### src/rtl/dotq_pkg.sv
// Package: shared types, sizes and codes for the deadline-ordered timer queue.
package dotq_pkg;

   localparam int QUEUE_DEPTH = 16;
   localparam int TIME_BITS   = 48;
   localparam int QIDX_BITS   = $clog2(QUEUE_DEPTH);
   localparam int CNT_BITS    = $clog2(QUEUE_DEPTH + 1);

   localparam logic [1:0] FUNC_SCHEDULE = 2'd0;
   localparam logic [1:0] FUNC_TICK     = 2'd1;
   localparam logic [1:0] FUNC_CANCEL   = 2'd2;

   localparam logic [1:0] RSP_NONE    = 2'd0;
   localparam logic [1:0] RSP_FIRED   = 2'd1;
   localparam logic [1:0] RSP_DROPPED = 2'd2;

   localparam logic [3:0] CMD_NONE   = 4'd0;
   localparam logic [3:0] CMD_LOAD   = 4'd1;
   localparam logic [3:0] CMD_ARM    = 4'd2;
   localparam logic [3:0] CMD_DROP   = 4'd3;
   localparam logic [3:0] CMD_INSERT = 4'd4;
   localparam logic [3:0] CMD_CANCEL = 4'd5;
   localparam logic [3:0] CMD_ACK    = 4'd6;
   localparam logic [3:0] CMD_REFILL = 4'd7;
   localparam logic [3:0] CMD_FIRE   = 4'd8;

   typedef struct packed {
      logic [1:0]           func;
      logic [7:0]           task_id;
      logic [TIME_BITS-1:0] deadline;
      logic [TIME_BITS-1:0] now_time;
   } req_type;

   typedef struct packed {
      logic [1:0] status;
      logic [7:0] fired_task;
      logic       last;
   } rsp_type;

   typedef struct packed {
      logic [3:0] op;
   } cmd_type;

   typedef struct packed {
      logic [1:0] func;
      logic       armed_valid;
      logic       armed_due;
      logic       next_due;
      logic       queue_empty;
      logic       queue_full;
      logic       stopped;
      logic       out_free;
   } stat_type;

endpackage

### src/rtl/dotq_ctrl.sv
// Controller: sequences accept, schedule, tick and cancel steps for the timer queue.
module dotq_ctrl (
   input  logic              clock,
   input  logic              reset,
   input  logic              req_valid,
   output logic              req_stall,
   input  dotq_pkg::stat_type stat,
   output dotq_pkg::cmd_type  cmd
);

   localparam logic ST_IDLE = 1'b0;
   localparam logic ST_EXEC = 1'b1;

   logic state_ff;
   logic state_in;

   assign req_stall = (state_ff != ST_IDLE);

   always_comb begin
      state_in = state_ff;
      cmd.op   = dotq_pkg::CMD_NONE;
      case (state_ff)
         ST_IDLE: begin
            if (req_valid) begin
               cmd.op   = dotq_pkg::CMD_LOAD;
               state_in = ST_EXEC;
            end
         end
         ST_EXEC: begin
            if (stat.out_free) begin
               state_in = ST_IDLE;
               case (stat.func)
                  dotq_pkg::FUNC_SCHEDULE: begin
                     if (!stat.armed_valid && stat.queue_empty) begin
                        cmd.op = dotq_pkg::CMD_ARM;
                     end else if (stat.queue_full) begin
                        cmd.op = dotq_pkg::CMD_DROP;
                     end else begin
                        cmd.op = dotq_pkg::CMD_INSERT;
                     end
                  end
                  dotq_pkg::FUNC_TICK: begin
                     if (stat.stopped) begin
                        cmd.op = dotq_pkg::CMD_ACK;
                     end else if (!stat.armed_valid && !stat.queue_empty) begin
                        cmd.op   = dotq_pkg::CMD_REFILL;
                        state_in = ST_EXEC;
                     end else if (stat.armed_valid && stat.armed_due) begin
                        cmd.op = dotq_pkg::CMD_FIRE;
                        if (stat.next_due) begin
                           state_in = ST_EXEC;
                        end
                     end else begin
                        cmd.op = dotq_pkg::CMD_ACK;
                     end
                  end
                  dotq_pkg::FUNC_CANCEL: begin
                     cmd.op = dotq_pkg::CMD_CANCEL;
                  end
                  default: begin
                     cmd.op = dotq_pkg::CMD_ACK;
                  end
               endcase
            end
         end
         default: begin
            state_in = ST_IDLE;
         end
      endcase
   end

   always_ff @(posedge clock) begin
      if (reset) begin
         state_ff <= ST_IDLE;
      end else begin
         state_ff <= state_in;
      end
   end

endmodule

### src/rtl/dotq_dp.sv
// Datapath: request latch, armed slot, sorted pending queue and result register.
module dotq_dp (
   input  logic               clock,
   input  logic               reset,
   input  dotq_pkg::req_type  req_data,
   input  dotq_pkg::cmd_type  cmd,
   output dotq_pkg::stat_type stat,
   output logic               rsp_valid,
   input  logic               rsp_stall,
   output dotq_pkg::rsp_type  rsp_data
);

   localparam int N  = dotq_pkg::QUEUE_DEPTH;
   localparam int TB = dotq_pkg::TIME_BITS;
   localparam int CB = dotq_pkg::CNT_BITS;

   dotq_pkg::req_type req_ff;

   logic          armed_valid_ff, armed_valid_in;
   logic [TB-1:0] armed_dl_ff, armed_dl_in;
   logic [7:0]    armed_task_ff, armed_task_in;
   logic          stopped_ff, stopped_in;
   logic [CB-1:0] count_ff, count_in;
   logic [TB-1:0] q_dl_ff   [N];
   logic [TB-1:0] q_dl_in   [N];
   logic [7:0]    q_task_ff [N];
   logic [7:0]    q_task_in [N];
   logic [N-1:0]  le;

   logic              rsp_valid_ff, rsp_valid_in;
   dotq_pkg::rsp_type rsp_data_ff, rsp_data_in;

   logic out_free;
   logic emit;

   assign out_free = !rsp_valid_ff || !rsp_stall;

   always_comb begin
      stat.func        = req_ff.func;
      stat.armed_valid = armed_valid_ff;
      stat.armed_due   = (armed_dl_ff <= req_ff.now_time);
      stat.next_due    = (count_ff != '0) && (q_dl_ff[0] <= req_ff.now_time);
      stat.queue_empty = (count_ff == '0);
      stat.queue_full  = (count_ff >= CB'(N));
      stat.stopped     = stopped_ff;
      stat.out_free    = out_free;
   end

   // entries at or before the new deadline keep their place
   always_comb begin
      for (int i = 0; i < N; i++) begin
         le[i] = (CB'(i) < count_ff) && (q_dl_ff[i] <= req_ff.deadline);
      end
   end

   always_comb begin
      armed_valid_in = armed_valid_ff;
      armed_dl_in    = armed_dl_ff;
      armed_task_in  = armed_task_ff;
      stopped_in     = stopped_ff;
      count_in       = count_ff;
      q_dl_in        = q_dl_ff;
      q_task_in      = q_task_ff;
      emit           = 1'b0;
      rsp_data_in.status     = dotq_pkg::RSP_NONE;
      rsp_data_in.fired_task = 8'd0;
      rsp_data_in.last       = 1'b1;
      case (cmd.op)
         dotq_pkg::CMD_ARM: begin
            armed_valid_in = 1'b1;
            armed_dl_in    = req_ff.deadline;
            armed_task_in  = req_ff.task_id;
            emit           = 1'b1;
         end
         dotq_pkg::CMD_DROP: begin
            rsp_data_in.status = dotq_pkg::RSP_DROPPED;
            emit               = 1'b1;
         end
         dotq_pkg::CMD_INSERT: begin
            if (!le[0]) begin
               q_dl_in[0]   = req_ff.deadline;
               q_task_in[0] = req_ff.task_id;
            end
            for (int i = 1; i < N; i++) begin
               if (!le[i]) begin
                  if (le[i-1]) begin
                     q_dl_in[i]   = req_ff.deadline;
                     q_task_in[i] = req_ff.task_id;
                  end else begin
                     q_dl_in[i]   = q_dl_ff[i-1];
                     q_task_in[i] = q_task_ff[i-1];
                  end
               end
            end
            count_in = count_ff + CB'(1);
            emit     = 1'b1;
         end
         dotq_pkg::CMD_CANCEL: begin
            if (!stopped_ff) begin
               stopped_in     = 1'b1;
               armed_valid_in = 1'b0;
            end
            emit = 1'b1;
         end
         dotq_pkg::CMD_ACK: begin
            emit = 1'b1;
         end
         dotq_pkg::CMD_REFILL, dotq_pkg::CMD_FIRE: begin
            if (cmd.op == dotq_pkg::CMD_FIRE) begin
               rsp_data_in.status     = dotq_pkg::RSP_FIRED;
               rsp_data_in.fired_task = armed_task_ff;
               rsp_data_in.last       = !stat.next_due;
               emit                   = 1'b1;
            end
            if (count_ff == '0) begin
               armed_valid_in = 1'b0;
            end else begin
               armed_valid_in = 1'b1;
               armed_dl_in    = q_dl_ff[0];
               armed_task_in  = q_task_ff[0];
               for (int i = 0; i < N - 1; i++) begin
                  q_dl_in[i]   = q_dl_ff[i+1];
                  q_task_in[i] = q_task_ff[i+1];
               end
               count_in = count_ff - CB'(1);
            end
         end
         default: begin
         end
      endcase
      if (emit) begin
         rsp_valid_in = 1'b1;
      end else if (!rsp_stall) begin
         rsp_valid_in = 1'b0;
      end else begin
         rsp_valid_in = rsp_valid_ff;
      end
   end

   always_ff @(posedge clock) begin
      if (cmd.op == dotq_pkg::CMD_LOAD) begin
         req_ff <= req_data;
      end
      if (emit) begin
         rsp_data_ff <= rsp_data_in;
      end
      armed_dl_ff   <= armed_dl_in;
      armed_task_ff <= armed_task_in;
      q_dl_ff       <= q_dl_in;
      q_task_ff     <= q_task_in;
      if (reset) begin
         armed_valid_ff <= 1'b0;
         stopped_ff     <= 1'b0;
         count_ff       <= '0;
         rsp_valid_ff   <= 1'b0;
      end else begin
         armed_valid_ff <= armed_valid_in;
         stopped_ff     <= stopped_in;
         count_ff       <= count_in;
         rsp_valid_ff   <= rsp_valid_in;
      end
   end

   assign rsp_valid = rsp_valid_ff;
   assign rsp_data  = rsp_data_ff;

`ifndef ASSERT_OFF
   a_count_bound: assert property (@(posedge clock) disable iff (reset)
      count_ff <= CB'(N))
      else $error("pending count above queue depth");

   a_fire_not_stopped: assert property (@(posedge clock) disable iff (reset)
      cmd.op == dotq_pkg::CMD_FIRE |-> !stopped_ff && armed_valid_ff)
      else $error("fire while stopped or slot empty");

   a_front_sorted: assert property (@(posedge clock) disable iff (reset)
      count_ff >= CB'(2) |-> q_dl_ff[0] <= q_dl_ff[1])
      else $error("queue front out of order");

   a_emit_free: assert property (@(posedge clock) disable iff (reset)
      emit |-> out_free)
      else $error("result written over a pending result");
`endif

endmodule

### src/rtl/deadline_ordered_timer_queue.sv
// Top level: deadline-ordered timer queue, controller plus datapath.
// Each request is latched into the request register and worked from there: a
// schedule request (armed directly when the slot and queue are empty, else a
// sorted insert by parallel compare over the 16-entry queue), a cancel or an
// idle tick (which may first refill the armed slot) gives one response. A tick
// that fires k tasks (k >= 1) gives k responses, one per cycle while rsp_stall
// does not hold the result, after refilling an empty armed slot; the last
// response carries last=1. Equal deadlines fire in arrival order. A schedule
// into a full queue returns status 2 and is dropped. After a cancel nothing
// ever fires again. The response register lets a result wait under rsp_stall;
// no new request is taken until the current one has written all its responses.
module deadline_ordered_timer_queue (
   input  logic              clock,
   input  logic              reset,
   input  logic              req_valid,
   output logic              req_stall,
   input  dotq_pkg::req_type req_data,
   output logic              rsp_valid,
   input  logic              rsp_stall,
   output dotq_pkg::rsp_type rsp_data
);

   dotq_pkg::cmd_type  cmd;
   dotq_pkg::stat_type stat;

   dotq_ctrl u_ctrl (
      .clock     (clock),
      .reset     (reset),
      .req_valid (req_valid),
      .req_stall (req_stall),
      .stat      (stat),
      .cmd       (cmd)
   );

   dotq_dp u_dp (
      .clock     (clock),
      .reset     (reset),
      .req_data  (req_data),
      .cmd       (cmd),
      .stat      (stat),
      .rsp_valid (rsp_valid),
      .rsp_stall (rsp_stall),
      .rsp_data  (rsp_data)
   );

endmodule
### config.mk
export PLATFORM = sky130hd
export DESIGN_NAME = deadline_ordered_timer_queue
export DESIGN_NICKNAME = d
export VERILOG_FILES = /design/src/rtl/dotq_pkg.sv /design/src/rtl/dotq_ctrl.sv /design/src/rtl/dotq_dp.sv /design/src/rtl/deadline_ordered_timer_queue.sv
export SDC_FILE = /design/constraint.sdc
export NUM_CORES = 2
export LEC_CHECK = 0
export BUFFER_PORTS_ARGS = -buffer_cell sky130_fd_sc_hd__buf_4
export CAP_MARGIN = 20
export CORE_ASPECT_RATIO = 2
export CORE_UTILIZATION = 70
export CTS_BUF_LIST = sky130_fd_sc_hd__clkbuf_8
export CTS_CLUSTER_SIZE = 28
export DETAILED_ROUTE_END_ITERATION = 12
export GPL_ROUTABILITY_DRIVEN = 0
export PLACE_DENSITY = 0.87
export REMOVE_ABC_BUFFERS = 1
export SETUP_SLACK_MARGIN = 0.3
export SLEW_MARGIN = 20
export SYNTH_ARGS = -nofsm -noshare
export SYNTH_HDL_FRONTEND = slang
export SYNTH_SLANG_ARGS = --single-unit
### constraint.sdc
create_clock -name clock -period 22.2 [get_ports clock]
set_clock_uncertainty 0.05 [all_clocks]
set_input_delay 0 -clock clock [delete_from_list [all_inputs] [get_ports clock]]
set_output_delay 0 -clock clock [all_outputs]
set_load 0.03 [all_outputs]
==> results.md, run 1 <==
Synthesis:
- The most instantiated flip-flop cell in the synthesis netlist is edfxtp_1.
- For this run, asynchronously set or reset flops after synthesis account for 0%.
- The synthesized netlist devotes 15.83% of its cell area to simple gates.
- The count of distinct cell types in the synthesized netlist is 81.
- The largest family of logic cells by synthesized area is compound AO/OA/AOI/OAI gates.
- The post-synthesis instance total is 7065.
- The compound-cell area share of the yosys netlist is 16.53%.
- After Yosys synthesis, full adders, half adders and majority gates account for 14.38% of the synthesized area.
- The synthesized flop and latch total is 1078.
- After synthesis, flip-flops and latches occupy 45.23% of the total area.
- The mux contribution to synthesized area is 4.071%.
- The synthesized netlist occupies a cell area of 71370 µm².
- The number of synthesis warnings is 0.
- After Yosys synthesis, XOR and XNOR cells account for 0% of the synthesized area.
- The average instance in the mapped netlist occupies 10.10 µm².
- Counting flops with a built-in enable in the synthesized netlist gives 1069.

Floorplanning:
- For this configuration, the core starts out at a cell density of 70.55%.
- The total I/O pin count is 123.
- The floorplan step set the die width to 227.8 µm.
- The number of core rows is 165.
- The die is 453.6 µm tall.

Placement:
- The total half-perimeter wirelength after legalization and detailed placement is 189500 µm.
- The placement-stage cell area is 73340 µm².
- In this run the tool buffered the top-level ports with 122 buffer cells.
- After detailed placement, the design holds a cell count of 8146.

CTS:
- Clock tree synthesis found a total of 1078 sinks.
- The number of setup buffers added after CTS is 0.
- The number of buffers inserted during clock tree synthesis is 157.
- The H-tree depth reported by CTS is 4.
- No sink is reached through more buffers than the 3 on the longest clock path.
- The root buffer cell chosen for the clock tree is clkbuf_8.

Status:
- The run stopped with a tool error.
- The tool reported: "[ERROR GRT-0116] Global routing finished with congestion. Check the congestion regions in the DRC Viewer".
- The failing step is 5_1_grt.

Global route:
- The largest net degree at the start of global routing is 189.
- The first global-routing pass estimated 470400 µm of wire.
- The total global routing track utilization is 61.67%.
- The via count of the first global-routing pass is 72692.
- Summed over all layers, the global routing overflow is 8.
## kinds of logic after synthesis
family | after synthesis
simple gates | 2435
compound gates | 1779
flops | 1078
fa+ha+maj | 820
buf+inv | 670
mux | 283
## synthesized netlist by cell type (all sizes together) (7+ instances only)
cell type | instances | area [µm²]
buf | 201 | 1054
nor3 | 55 | 280.3
dfxtp | 9 | 180.2
o21a | 31 | 232.7
mux2 | 58 | 653.1
a221oi | 10 | 87.58
or2 | 7 | 43.80
nor4 | 96 | 606.8
o211ai | 584 | 4384
a211oi | 51 | 382.9
and3 | 14 | 87.58
edfxtp | 1069 | 32100
a21o | 81 | 608.1
and2 | 12 | 75.08
and4 | 18 | 157.7
o21bai | 16 | 120.1
nand3 | 344 | 1722
o22ai | 8 | 50.05
ha | 820 | 10260
nand2 | 1168 | 4384
nand2b | 18 | 112.6
inv | 150 | 563.0
nor2 | 245 | 919.6
o221ai | 14 | 128.9
o21ai | 448 | 2242
o2111ai | 65 | 569.3
a2111oi | 17 | 155.1
nor2b | 37 | 231.5
a311oi | 62 | 543.0
mux2i | 225 | 2252
a31oi | 75 | 469.2
clkbuf | 319 | 1205
a21oi | 253 | 1266
or3 | 15 | 93.84
nand4 | 384 | 2402
o31ai | 17 | 127.6
## timing repair
| action | in CTS |
|---|---|
| resized for setup | 0 |
| endpoints found under the hold margin | 170 |
| hold buffers | 222 |
## layer usage
layer  GRT usage (%)  overflow
met1           61.50         0
met2           84.16         3
met3           37.79         1
met4           64.33         4
met5           9.282         0
## per-stage QoR
stage | TNS (ns) | worst slack [ns]
detailed placement | 0 | 15.20
floorplan | -8703.54 | -11.91
CTS | 0 | 15.15
global placement | 0 | 15.38
==> inputs of run 2 (changes only) <==
CORE_ASPECT_RATIO = default   (was 2)
CORE_UTILIZATION = 40   (was 70)
CTS_BUF_LIST = default   (was sky130_fd_sc_hd__clkbuf_8)
CTS_CLUSTER_SIZE = default   (was 28)
PLACE_DENSITY = default   (was 0.87)
PLACE_DENSITY_LB_ADDON = 0.15   (was default)
SETUP_SLACK_MARGIN = default   (was 0.3)
==> results.md, run 2 <==
Worst setup path:
- The largest driver fanout on the critical path is 165.
- For the worst flop-to-flop path, the logic depth is 13.
- The sort of element at the end of the critical path is a register.
- In this run the worst setup path terminates at u_dp.q_task_ff[48].
- The startpoint-to-endpoint class of the critical path is reg2reg.
- The worst register-to-register path begins at u_dp.armed_dl_ff[31].
- In this run the critical register-to-register path is captured at u_dp.q_task_ff[48].
- STA puts the critical path data required time at 22.77 ns.
- The worst setup path is launched from a register.
- The most critical setup path has its startpoint at u_dp.armed_dl_ff[31].
- In this run the register-to-register setup slack is 14.75 ns.
- The arrival time of data at the critical path endpoint is 8.02 ns.

Synthesis:
- The area share of the largest cell type after synthesis is 44.98%.
- Counting every instance in the synthesized netlist gives 7065.
- Among all flip-flop cells after synthesis, the most frequent one is edfxtp_1.
- In this run, synthesis produced a sequential element count of 1078.
- In the post-synthesis netlist, the biggest area contributors are edfxtp_1 45%, ha_1 14%, nand2_1 6.1%.
- In this run the cell area of the synthesized design comes to 71370 µm².
- Summed over all instances, the cell type with the most area after synthesis is edfxtp_1.
- The number of synthesis warnings is 0.
- The mean post-synth cell area is 10.10 µm².
- The fraction of the yosys area taken by sequential cells is 45.23%.
- The commonest cells after synthesis are 1168 x nand2_1, 1069 x edfxtp_1, 820 x ha_1, 584 x o211ai_1, 384 x nand4_1.
- The number of flops mapped to enable cells by yosys is 1069.
- The synthesized netlist contains 81 unique library cells.
- The async set-reset flop share out of synthesis is 0%.
- The most common cell in the netlist is nand2_1.

Route:
- After detailed routing, the number of vias per cell comes to 6.511.
- The number of vias in the routed layout is 62673.
- After the first detailed-routing iteration, the DRC count stood at 7931.
- For this run, design rule violations remaining after detail routing come to 0.
- After detailed routing, the total wire length is 291400 µm.
- The detail route stage leaves a number of antenna-violating nets equal to 0.
- The pre-antenna-repair detailed-routing pass consisted of 6 iterations.
- The average wire per cell in the routed design is 30.27 µm.

Global route:
- The initial antenna violation count is 10.
- Entering global routing, the biggest net connects 204 pins.
- The via count of the first global-routing pass is 60335.
- The total global routing track utilization is 31.49%.
- The global-route congestion overflow total is 0.
- The global-route wire length before repair is 418200 µm.

Floorplanning:
- The total I/O pin count is 123.
- The initial utilization of the core area, before any placement, comes to 40.39%.
- The die span in x is 424.4 µm.
- The number of core rows is 154.
- The area of the core is 176700 µm².
- The floorplan step defined a die boundary enclosing 180100 µm².
- In this run the vertical extent of the chip is 424.4 µm.

Final layout:
- The largest register by flop count is u_dp.q_dl_ff.
- The final cell area excluding filler cells is 81180 µm².
- Registers take 32280 µm².
- The share of final-layout standard cells stronger than drive strength 1 is 8.251%.
- The layout filler cell count is 16487.
- In the final layout, the multi-input gates occupy 36810 µm².
- The area added between synthesis and finish is 13.76%.
- The largest registers in the layout are u_dp.q_dl_ff (768), u_dp.q_task_ff (128), u_dp.req_ff (104).
- The most frequent standard cell in the layout excluding fill and tap cells is nand2_1.
- The number of nets in the finished design is 8109.
- In the layout the commonest cells are 1160 x nand2_1, 1069 x edfxtp_1, 820 x ha_1, 584 x o211ai_1, 384 x nand4_1.
- The final cell utilization of the core is 45.95%.
- The register with the most flip-flops in the layout has 768 of them.

Timing:
- Final hold analysis gives a worst-case slack of 0.06121 ns.
- Setup violations remaining at the end of the flow were counted as 0.
- The number of endpoints with negative hold slack in the final report is 0.
- Counting I/O delays and the setup requirement, the final critical path takes 7.451 ns.
- Setup repair after global routing left no endpoint under its margin.
- Headroom to the max-slew limit came out at 16.55%.
- At the pin with the least slew margin, the transition time is 1.242 ns.
- The count of pins over their slew limit is 0.
- The highest clock rate is 0.1342 GHz.
- The share of the clock period used by the worst path is 33.57%.

CTS:
- The CTS tree is yes.
- The root cell of the clock tree is clkbuf_16.
- The number of buffers inserted during clock tree synthesis is 138.
- The H-tree depth reported by CTS is 4.
- The number of setup buffers added after CTS is 0.
- Clock tree synthesis found a total of 1078 sinks.
- In this run the deepest clock path goes through 3 buffers.
- The CTS clock-pin slew for the worst setup and hold paths is 0.06 ns.
- The later pin in the worst-skew pair is clocked with a latency of 0.82 ns.

Power and ir drop:
- The worst-case IR drop observed on VDD is 0.06079 mV.
- After layout, the design draws a total of 0.005137 W.
- The static leakage is 29.77 nW.
- Power spread over the standard cell area amounts to 63.27 nW/µm².

Job:
- The total of max-cap violations is 0.

Placement:
- The number of buffers inserted by port buffering is 122.
- The placement-stage cell area is 74700 µm².
- Detailed placement finished with a half-perimeter wire length of 199900 µm.

Status:
- The flow ran to the end, and the final reports show no timing, DRC or antenna violations.

Worst hold path:
- The worst hold path class is in2reg.
## run 2: how the worst min path moves through the flow
stage                       startpoint                  end  slack, ns  depth (start not counted)
after floorplan                  reset  u_dp.armed_valid_ff       0.02                          1
final                            reset     u_dp.count_ff[2]       0.06                          3
after detailed placement  req_data[70]      u_dp.req_ff[70]       0.13                          1
after global routing             reset     u_dp.count_ff[2]       0.06                          3
after CTS                        reset     u_dp.count_ff[2]      0.004                          3
after global placement    req_data[70]      u_dp.req_ff[70]       0.13                          1
## run 2: cell type report
| class | count | area share (%) |
|---|---|---|
| clock inverters | 69 | 0.6797 |
| multi-input cells | 5317 | 45.34 |
| repair buffers | 494 | 5.320 |
| well taps | 2340 | 3.606 |
| inverters | 150 | 0.6951 |
| flip-flops and latches | 1078 | 39.76 |
| clock buffers | 176 | 4.587 |
| diodes | 2 | 0.006165 |
## run 2: cell families (layout without fill, tap and decap cells)
family | after synthesis | count (layout) | share of synthesized area (%)
simple gates | 2435 | 2435 | 15.83
compound gates | 1779 | 1779 | 16.53
flops | 1078 | 1078 | 45.23
fa+ha+maj | 820 | 820 | 14.38
buf+inv | 670 | 889 | 3.953
mux | 283 | 283 | 4.071
other cells | 0 | 2 | 0
## run 2: worst max-delay path: stages, from the launching register on
cell and delay (ns):
edfxtp_1 0.37, ha_1 0.33, nand4_1 0.45, nor3_2 0.83
nand4_1 0.29, nor3_1 0.27, a211oi_1 0.14, a21oi_4 0.79
buf_12 0.64, buf_4 0.79, buf_4 0.62, buf_4 0.64
nand2_1 0.46, o211ai_1 0.30
## run 2: stage by stage
stage          std cells  setup TNS (ns)  setup WS (ns)
2_1_floorplan       6545        -8703.54         -11.91
3_3_place_gp        9155               0          14.78
3_5_place_dp        9160               0          15.12
4_1_cts             9624               0          15.10
5_1_grt             9624               0          14.37
6_report            9626               0          14.75
## run 2: layer usage
metal	vias to the layer above	share of wire (%)	global-route usage (%)
met5	-	0.021	0
met4	8	4.4	13.35
li1	27678	-	-
met1	30832	41	41.52
met3	687	11	8.559
met2	3468	44	48.46
## run 2: timing repair
| action | in CTS | in global routing |
|---|---|---|
| gates resized for setup | 0 | 0 |
| hold endpoints to repair | 133 | 0 |
| hold buffers | 219 | 0 |
## run 2: power by group
group          internal, W  switching [W]  leakage, nW
Sequential         0.00229      0.0000682         9.79
Clock              0.00126       0.000955         2.08
Combinational     0.000198       0.000357         17.9
Total              0.00376        0.00138         29.8
No activity file was read; power rests on OpenSTA's default activity.
